--- config.mk ---
export PLATFORM = sky130hd
export DESIGN_NAME = pce_front
export DESIGN_NICKNAME = d
export VERILOG_FILES = /design/src/rtl/pce_pkg.sv /design/src/rtl/pce_front.sv
export SDC_FILE = /design/constraint.sdc
export NUM_CORES = 1
export LEC_CHECK = 0
export BUFFER_PORTS_ARGS = -buffer_cell sky130_fd_sc_hd__buf_4
export CORE_AREA = 3 3 233 235
export CTS_BUF_LIST = sky130_fd_sc_hd__clkbuf_2
export CTS_CLUSTER_DIAMETER = 120
export DETAILED_ROUTE_END_ITERATION = 8
export DIE_AREA = 0 0 236 238
export PLACE_DENSITY = 0.7
export SYNTH_ARGS = -nofsm -noshare
export SYNTH_HDL_FRONTEND = slang
export SYNTH_SLANG_ARGS = --single-unit
--- constraint.sdc ---
create_clock -name clk -period 24.3 [get_ports clk]
set_clock_uncertainty 0.15 [all_clocks]
set_input_delay 4.86 -clock clk [delete_from_list [all_inputs] [get_ports clk]]
set_output_delay 4.86 -clock clk [all_outputs]
set_load 0.1 [all_outputs]
--- src/rtl/pce_pkg.sv ---
// Package for the piecewise cubic evaluator: widths, knot-store sizing, function codes.
// Holds the shared request struct, 48-bit saturation limits and the knot-count clamp.
// No dependencies.
package pce_pkg;

  localparam int MAX_KNOTS = 256;
  localparam int AW        = $clog2(MAX_KNOTS);
  localparam int DW        = 48;
  localparam int CW        = 9;

  localparam logic FUNC_WRITE = 1'b0;
  localparam logic FUNC_QUERY = 1'b1;

  localparam logic signed [DW-1:0] W48_MAX = {1'b0, {(DW-1){1'b1}}};
  localparam logic signed [DW-1:0] W48_MIN = {1'b1, {(DW-1){1'b0}}};

  typedef struct packed {
    logic                 func;
    logic [7:0]           entry_index;
    logic signed [DW-1:0] knot_position;
    logic signed [DW-1:0] coef_constant;
    logic signed [DW-1:0] coef_linear;
    logic signed [DW-1:0] coef_square;
    logic signed [DW-1:0] coef_cube;
    logic signed [DW-1:0] query_point;
  } req_t;

  function automatic logic [CW-1:0] clamp_count(input logic [CW-1:0] n);
    logic [CW-1:0] top;
    logic [CW-1:0] r;
    top = (MAX_KNOTS < 256) ? CW'(MAX_KNOTS) : CW'(256);
    r = n;
    if (r < CW'(2)) r = CW'(2);
    if (r > top) r = top;
    return r;
  endfunction

endpackage

--- src/rtl/pce_front.sv ---
// Front end of the piecewise cubic evaluator: input transaction capture into a two-entry queue.
// Depends on pce_pkg.
module pce_front import pce_pkg::*; (
  input  logic clk,
  input  logic rst_n,
  input  logic in_valid,
  output logic in_ready,
  input  req_t in_req,
  output logic q_valid,
  input  logic q_ready,
  output req_t q_req
);

  req_t       mem_r [2];
  logic       wp_r, wp_nxt, rp_r, rp_nxt;
  logic [1:0] cnt_r, cnt_nxt;
  logic       push, pop;

  assign in_ready = (cnt_r != 2'd2);
  assign q_valid  = (cnt_r != 2'd0);
  assign q_req    = mem_r[rp_r];
  assign push     = in_valid && in_ready;
  assign pop      = q_valid && q_ready;

  always_comb begin
    wp_nxt  = push ? ~wp_r : wp_r;
    rp_nxt  = pop ? ~rp_r : rp_r;
    cnt_nxt = cnt_r + {1'b0, push} - {1'b0, pop};
  end

  always_ff @(posedge clk) begin
    if (!rst_n) begin
      wp_r  <= 1'b0;
      rp_r  <= 1'b0;
      cnt_r <= 2'd0;
    end else begin
      wp_r  <= wp_nxt;
      rp_r  <= rp_nxt;
      cnt_r <= cnt_nxt;
    end
  end

  always_ff @(posedge clk) begin
    if (push) mem_r[wp_r] <= in_req;
  end

endmodule

Word level (Yosys, flattened, before mapping)
Memory sizes are Yosys's and may differ from the RTL's. A register that Yosys moved wholly into a read port is not among the register bits. Cells that the tools add are included.

Register bits after elaboration: 4. Bits in latches: 0. Memory bits (writable): 594. Bits in read-only memories: 0. Input port bits: 301. Word-level logic and storage cells: 16. Memories: 1.

$add $sub $neg: 2. Multipliers: 0. Divide/modulo/power cells: 0. Order comparisons: 0. Equal/unequal tests: 1. Shift-type cells: 0. Mux-type cells: 4. Bitwise gates (word level): 2. Reduce and logical (&&, ||, !) cells: 3.

Memories: mem_r (depth 2, bits a word 297, rd ports 1, clocked after memory_dff 1, write ports 1, RTL line pce_front.sv:14) `req_t mem_r [2];`.

Operators by type and width (count): $mux W1 (4); $add A2 B1 Y2 (1); $logic_and A1 B1 Y1 (2); $ne A2 B2 Y1 const B (1); $not A1 Y1 (2); $reduce_bool A2 Y1 (1); $sub A2 B1 Y2 (1).

Logic depth before layout (Yosys ltp)
Gate-level depths: netlist (run 1).

Word-level depth: 4. Mapped depth: 8.

Least setup slack after synthesis (run 1)
OpenSTA, ideal clock, no wires.

Path type: input port to flip-flop. Start: in in_valid. End: mem mem_r[0][0] (netlist bit), enable pin. Data arrival time: 17.321 ns. Required time: 23.187 ns. Path slack: 5.867 ns. Stages on the path: 2. Cells stage by stage: nand2_1 > nor2_1.

Word-level cells in the longest chain between the ends: 3.

Ends and longest elaborated chain: start, declared (RTL line pce_front.sv:6) `input logic in_valid,`; $logic_and A1 B1 Y1 (RTL line pce_front.sv:22) `assign push = in_valid && in_ready;`; $mux W1 (RTL line pce_front.sv:44) `if (push) mem_r[wp_r] <= in_req;`; $mux W1 (not written as such) (RTL line pce_front.sv:44); end, declared (RTL line pce_front.sv:14).

Every way passes these cells.

==> results.yml, run 1 <==
clock_tree:
  htree_num_levels: 4
  clk_pin_slew_ns: 0.08
  cts_hold_buffers: 0
  clock_path_buffers: 3
  numCtsBuffers: 148
  ctsResizeCount: 0
  post_cts_buffers: 0
  tritoncts: "built"
  clock_sinks: 599
  cts-root-buf: "clkbuf_2"
  clkLatencyLatePin_ns: 1.22
timing:
  fin_crit_sh: 0.3616
  finalSetupViolCount: 0
  min_period_ns: 8.787
  slew_violations: 0
  rsz0062_at_grt: "no"
  whs_ns: 0.3986
  fmax_ghz: 0.1138
  setup_tns_ns: 0
  setup_ws_ns: 15.51
  max-slew-margin-rel: 0.2245
  tightest_slew_ns: 1.163
  hold_viol_final: 0
pwr:
  leakage_nw: 11.47
  total_power_mw: 3.845
  power_frac_comb: 0.488
  peakVddDrop_mv: 0.1077
  p_switching_mw: 1.839
  clkPwrFrac: 0.163
  power.internal_mw: 2.006
  p_seq_frac: 0.349
  power.density_mw_per_mm2: 132.4
  p_sw_frac: 0.4783
route:
  drtIter0Drc: 530
  drc_errors: 0
  wl_per_cell_um: 20.80
  vias_per_cell: 4.729
  via_count: 11690
  wirelength_mm: 51.40
  drt_pass1_iterations: 4
  drt.antenna.violating_nets: 0
synthesis:
  ys_warn_count: 0
  synth_area_per_cell_um2: 23.85
  syn_inst: 948
  ys_ff_latch: 599
  synth_fp_nets: 1251
  ys_types: 18
  synth_area_mm2: 0.02261
  yosysSeqAreaShare: 0.7932
layout:
  drive_above_1_share: 0.6421
  fin_area_mm2: 0.02903
  final_cells: 2471
  layout.nets: 1977
  final_common_cell: "buf_4"
  final_cell_mix: "buf_4 (607), edfxtp_1 (594), mux2_4 (230)"
  fill_cells: 4150
  final_util: 0.5536
  areaGrowthSynthToFinish_pct: 28.39
placed_design:
  dp_hpwl_mm: 34.92
  place_congestion: 0.7722
  placed_area_mm2: 0.02775
  preCtsSetupSlack_ns: 16.44
  place_inst: 2212
  place.port_buffers: 599
floorplan:
  io_pins: 600
  core_area_mm2: 0.05245
  die_h_um: 238
  std_cell_rows: 84
  start_util: 0.4312
  fp.dieW_um: 236
  die-area_mm2: 0.05617
run:
  cap_violations: 0
setup_path:
  path_max_fanout: 121
  worstSetupPathType: "flip-flop to primary output"
  worst_setup_path_end_kind: "primary output"
  arrival_ns: 3.78
  required_ns: 19.29
  start_kind: "flip-flop"
global_routing:
  grt_max_degree: 122
  overflow: 0
  grt_usage: 0.1770
  grt_pass1_vias: 12520
  antenna_found_initial: 9
  grt_pass1_wl_mm: 74.32
run_status:
  outcome: "completed"
worst_hold_path:
  hold_class: "flip-flop to flip-flop"
worst max-delay path, stage by stage (launching register included):
cell	delay, ns
dfxtp_4	0.95
buf_12	0.60
mux2_4	0.35
buf_4	0.29
power by group through the flow:
| stage | Clock [mW] | Sequential [mW] | Combinational [mW] |
|---|---|---|---|
| global placement | 0 | 1.36 | 1.88 |
| CTS | 0.662 | 1.34 | 1.88 |
| detailed placement | 0 | 1.37 | 1.88 |
| floorplan | 0 | 1.41 | 1.55 |
| finish | 0.627 | 1.34 | 1.88 |
| global route | 0.715 | 1.35 | 1.92 |
state kept, by name (all words and copies together) (netlist names), named ones only:
register  count
mem_r       594
cnt_r         2
wp_r          1
rp_r          1
worst paths after layout:
| path | startpoint | endpoint | slack [ns] | depth (start not counted) |
|---|---|---|---|---|
| worst max register to register | cnt_r[0]$_SDFF_PN0_ | mem_r[0][130]$_DFFE_PP_ | 20.73 | 5 |
| worst min register to register | rp_r$_SDFFE_PN0P_ | flip-flop | 0.40 | 2 |
| worst max-delay path | flip-flop | q_req[84] | 15.51 | 3 |
| worst min-delay path | rp_r$_SDFFE_PN0P_ | flip-flop | 0.40 | 2 |
cell families (layout without fill, tap and decap cells):
group / Yosys count / count (layout) / synth area share
compound gates: 1 / 1 / 0.0003321
mux: 298 / 298 / 0.1865
buf+inv: 34 / 860 / 0.01494
xor+xnor: 3 / 3 / 0.001162
other cells: 0 / 9 / 0
simple gates: 11 / 11 / 0.002711
flops: 599 / 599 / 0.7932
fa+ha+maj: 2 / 2 / 0.001106
cell usage after synthesis, drive strengths merged:
| library cell | count | area [µm²] |
|---|---|---|
| o21a | 1 | 7.510 |
| nand2 | 2 | 7.510 |
| ha | 2 | 25.02 |
| buf | 33 | 334.1 |
| mux2i | 1 | 10.01 |
| dfxtp | 5 | 100.1 |
| and2 | 2 | 12.51 |
| nor2b | 2 | 12.51 |
| inv | 1 | 3.750 |
| and3 | 1 | 6.260 |
| edfxtp | 594 | 17840 |
| mux2 | 297 | 4208 |
| xnor2 | 3 | 26.28 |
| nor2 | 1 | 3.750 |
| nand2b | 2 | 12.51 |
| or2 | 1 | 6.260 |
cell type report:
class / instances / area [µm²] / share of cell area
Sequential cell: 599 / 17940 / 0.6180
Timing Repair Buffer: 609 / 4597 / 0.1583
Multi-Input combinational cell: 315 / 4350 / 0.1498
Clock buffer: 213 / 1066 / 0.03672
Tap cell: 688 / 860.8 / 0.02965
Clock inverter: 37 / 191.4 / 0.006594
Antenna cell: 9 / 22.52 / 0.0007757
Inverter: 1 / 3.754 / 0.0001293
per-layer routing:
layer / wire length (µm) / part of all wire / global-route usage
met5: 47 / 0.00091 / 0
met2: 26900 / 0.52 / 0.3065
met3: 4579 / 0.089 / 0.07651
met4: 1142 / 0.022 / 0.06987
met1: 18730 / 0.36 / 0.1921
(Power assumes the default switching activity.)
==> run 2: changes to the inputs <==
--- a/config.mk
+++ b/config.mk
@@ -5,13 +5,14 @@
 export SDC_FILE = /design/constraint.sdc
 export NUM_CORES = 1
 export LEC_CHECK = 0
+export ABC_AREA = 1
 export BUFFER_PORTS_ARGS = -buffer_cell sky130_fd_sc_hd__buf_4
-export CORE_AREA = 3 3 233 235
+export CORE_AREA = 3 3 232 234
 export CTS_BUF_LIST = sky130_fd_sc_hd__clkbuf_2
 export CTS_CLUSTER_DIAMETER = 120
 export DETAILED_ROUTE_END_ITERATION = 8
-export DIE_AREA = 0 0 236 238
-export PLACE_DENSITY = 0.7
+export DIE_AREA = 0 0 235 237
+export PLACE_DENSITY = 0.73
 export SYNTH_ARGS = -nofsm -noshare
 export SYNTH_HDL_FRONTEND = slang
 export SYNTH_SLANG_ARGS = --single-unit
==> constraint.sdc (replaced) <==
create_clock -name clk -period 7.73 [get_ports clk]
set_clock_uncertainty 0.15 [all_clocks]
set_input_delay 1.546 -clock clk [delete_from_list [all_inputs] [get_ports clk]]
set_output_delay 1.546 -clock clk [all_outputs]
set_load 0.1 [all_outputs]
==> run 2 against run 1 <==
Die area down 0.84%. Area after synthesis about the same. Global-route usage up 0.096 points. First-iteration DRC count up 16%. Register-to-register slack worse by 16 ns. Sequential cell count unchanged. Cell count down 0.12%. Clock-buffer cell count down 9. Sequential power rose to 3.2 times the previous value. Via count down 0.18%. Clock power rose to 3.2 times the previous value. Critical path type unchanged. Largest power group unchanged. Highest routed layer unchanged.
==> results.yml, run 2 <==
setup_path:
  critPathSlowestCell: "dfxtp_4"
  rr_endpoint: "mem_r[1][195]$_DFFE_PP_"
  start_kind: "flip-flop"
  rr_startpoint: "cnt_r[0]$_SDFF_PN0_"
  regToRegSetupSlack_ns: 4.90
  worst_setup_path_end_kind: "primary output"
  reg2reg_depth: 5
  arrival_ns: 3.63
  required_ns: 6.03
  crit_chain: "buf_12 > mux2_4 > buf_4"
  path_max_fanout: 118
  worstSetupPathType: "flip-flop to primary output"
  max_stage_delay_ns: 0.90
route:
  via_count: 11670
  wirelength_mm: 51.04
  drt_pass1_iterations: 6
  drc_errors: 0
  drtIter0Drc: 613
  wl_per_cell_um: 20.68
  drt.antenna.violating_nets: 0
  vias_per_cell: 4.726
pwr:
  power.density_mw_per_mm2: 413.5
  p_switching_mw: 5.687
  power.internal_mw: 6.323
  p_seq_frac: 0.354
  leakage_nw: 11.47
  total_power_mw: 12.01
  power_frac_comb: 0.480
  clkPwrFrac: 0.166
  p_sw_frac: 0.4735
  peakVddDrop_mv: 0.3831
layout:
  fill_cells: 4014
  reg.largest.list: "mem_r x594, cnt_r x2"
  areaGrowthSynthToFinish_pct: 28.41
  final_common_cell: "buf_4"
  drive_above_1_share: 0.6315
  largest_reg_flops: 594
  layout.nets: 1986
  final_cell_mix: "buf_4 (601), edfxtp_1 (594), mux2_4 (230)"
  fin_area_mm2: 0.02905
  largest-register: "mem_r"
floorplan:
  die_h_um: 237
  die-area_mm2: 0.05570
  start_util: 0.4330
  core_area_mm2: 0.05224
  io_pins: 600
  std_cell_rows: 84
  fp.dieW_um: 235
synthesis:
  yosysTopAreaCellShare: 0.7886
  yosysMostFrequentCell: "edfxtp_1"
  synth_edf_count: 594
  yosys-top-cells-area: "edfxtp_1 (79%), mux2_4 (15%), mux2_2 (3.3%)"
  synthFlopType: "edfxtp_1"
  synth_fp_nets: 1263
  synth_area_leader_cell: "edfxtp_1"
  ys_ff_latch: 599
  ys_types: 12
  ys_async_sr_fraction: 0
  synth_area_per_cell_um2: 23.56
  synth_area_mm2: 0.02262
  yosys-top-cells-count: "edfxtp_1 (594), mux2_4 (230), mux2_2 (67)"
  syn_inst: 960
  ys_warn_count: 0
  yosysSeqAreaShare: 0.7930
clock_tree:
  tritoncts: "built"
  clock_path_buffers: 3
  numCtsBuffers: 148
  ctsResizeCount: 0
  clkLatencyLatePin_ns: 1.16
  clk_pin_slew_ns: 0.11
  cts-root-buf: "clkbuf_2"
  post_cts_buffers: 0
  cts_hold_buffers: 0
  clock_sinks: 599
  htree_num_levels: 4
worst_hold_path:
  whs_path_depth: 1
  hp-start: "in_req[248]"
  hold_class: "primary input to flip-flop"
  hold_end: "mem_r[1][248]$_DFFE_PP_"
placed_design:
  placed_area_mm2: 0.02777
  place_congestion: 0.8088
  dp_hpwl_mm: 35.05
  place.port_buffers: 599
run_status:
  outcome: "completed"
global_routing:
  grt_usage: 0.1780
  overflow: 0
  antenna_found_initial: 6
  grt_max_degree: 173
  grt_pass1_wl_mm: 73.98
  grt_pass1_vias: 12390
timing:
  hold_viol_final: 0
  min_period_ns: 5.330
  slew_violations: 0
  fin_crit_sh: 0.6896
  setup_tns_ns: 0
  tightest_slew_ns: 1.317
  fmax_ghz: 0.1876
  rsz0062_at_grt: "no"
  max-slew-margin-rel: 0.1222
  finalSetupViolCount: 0
run:
  cap_violations: 0
-- run 2: cell count changes after synthesis, sizes merged, moves of 2 or more --
cell    before  now
nand2        2    9
nor2b        2    0
and2         2    0
nand2b       2    0
nand3        0    3
a21oi        0    2
inv          1    7
xnor2        3    0
nor2         1    8
-- run 2: worst max-delay path by stage --
| stage | startpoint | slack (ns) | to | cells past startpoint |
|---|---|---|---|---|
| floorplan | in_valid | 1.02 | mem_r[1][0]$_DFFE_PP_ | 2 |
| CTS | flip-flop | 2.13 | q_req[151] | 3 |
| global placement | flip-flop | 3.64 | q_req[28] | 3 |
| finish | flip-flop | 2.40 | q_req[201] | 3 |
| detailed placement | flip-flop | 3.61 | q_req[151] | 3 |
| global route | flip-flop | 2.08 | q_req[0] | 3 |
-- run 2: logic make-up (layout without fill, tap and decap cells) --
group | after synthesis | in the layout | share of synthesized area
compound gates | 2 | 2 | 0.0004425
fa+ha+maj | 2 | 2 | 0.001106
buf+inv | 40 | 855 | 0.01593
flops | 599 | 599 | 0.7930
mux | 297 | 297 | 0.1860
other cells | 0 | 5 | 0
simple gates | 20 | 20 | 0.003485
-- run 2: critical path: cells and delay by family, from the launching register on --
family	cells	cell delay (ns)
buf+inv	2	0.84
mux	1	0.31
flops	1	0.90
-- run 2: area by class of cell --
class | instances | area (µm²) | area share
antenna | 5 | 12.51 | 0.0004308
clock buffer | 204 | 1021 | 0.03515
clock inverter | 38 | 239.0 | 0.008228
inverter | 7 | 30.03 | 0.001034
multi-input combinational | 321 | 4329 | 0.1490
sequential | 599 | 17940 | 0.6177
tap | 688 | 860.8 | 0.02964
timing repair buffer | 606 | 4612 | 0.1588
-- run 2: layer usage --
layer  GRT usage  part of all wire  wire length [µm]  vias up
met2      0.3009              0.52             26370      512
met1      0.1909              0.36             18580     5699
met5           0           0.00029                15        -
met4     0.07846             0.028              1447        2
li1            -                 -                 -     5352
met3     0.08386             0.090              4618      100
-- run 2: per-stage QoR --
step,util,std cells,hold slack (ns),worst slack (ns)
floorplan,-,960,0.3175,1.018
global placement,0.5317,2221,0.3322,3.639
detailed placement,0.5317,2221,0.3438,3.609
CTS,0.5558,2463,0.05792,2.132
global route,0.5561,2468,0.1030,2.083
finish,0.5561,2468,0.3456,2.400
-- run 2: power by group through the flow --
stage                     logic, mW  registers [mW]  clock network [mW]
final                          5.77            4.25                1.99
after CTS                      5.79            4.26                2.08
after global routing           5.90            4.29                2.26
after floorplan                4.76            4.33                   0
after global placement         5.76            4.31                   0
after detailed placement       5.79            4.33                   0
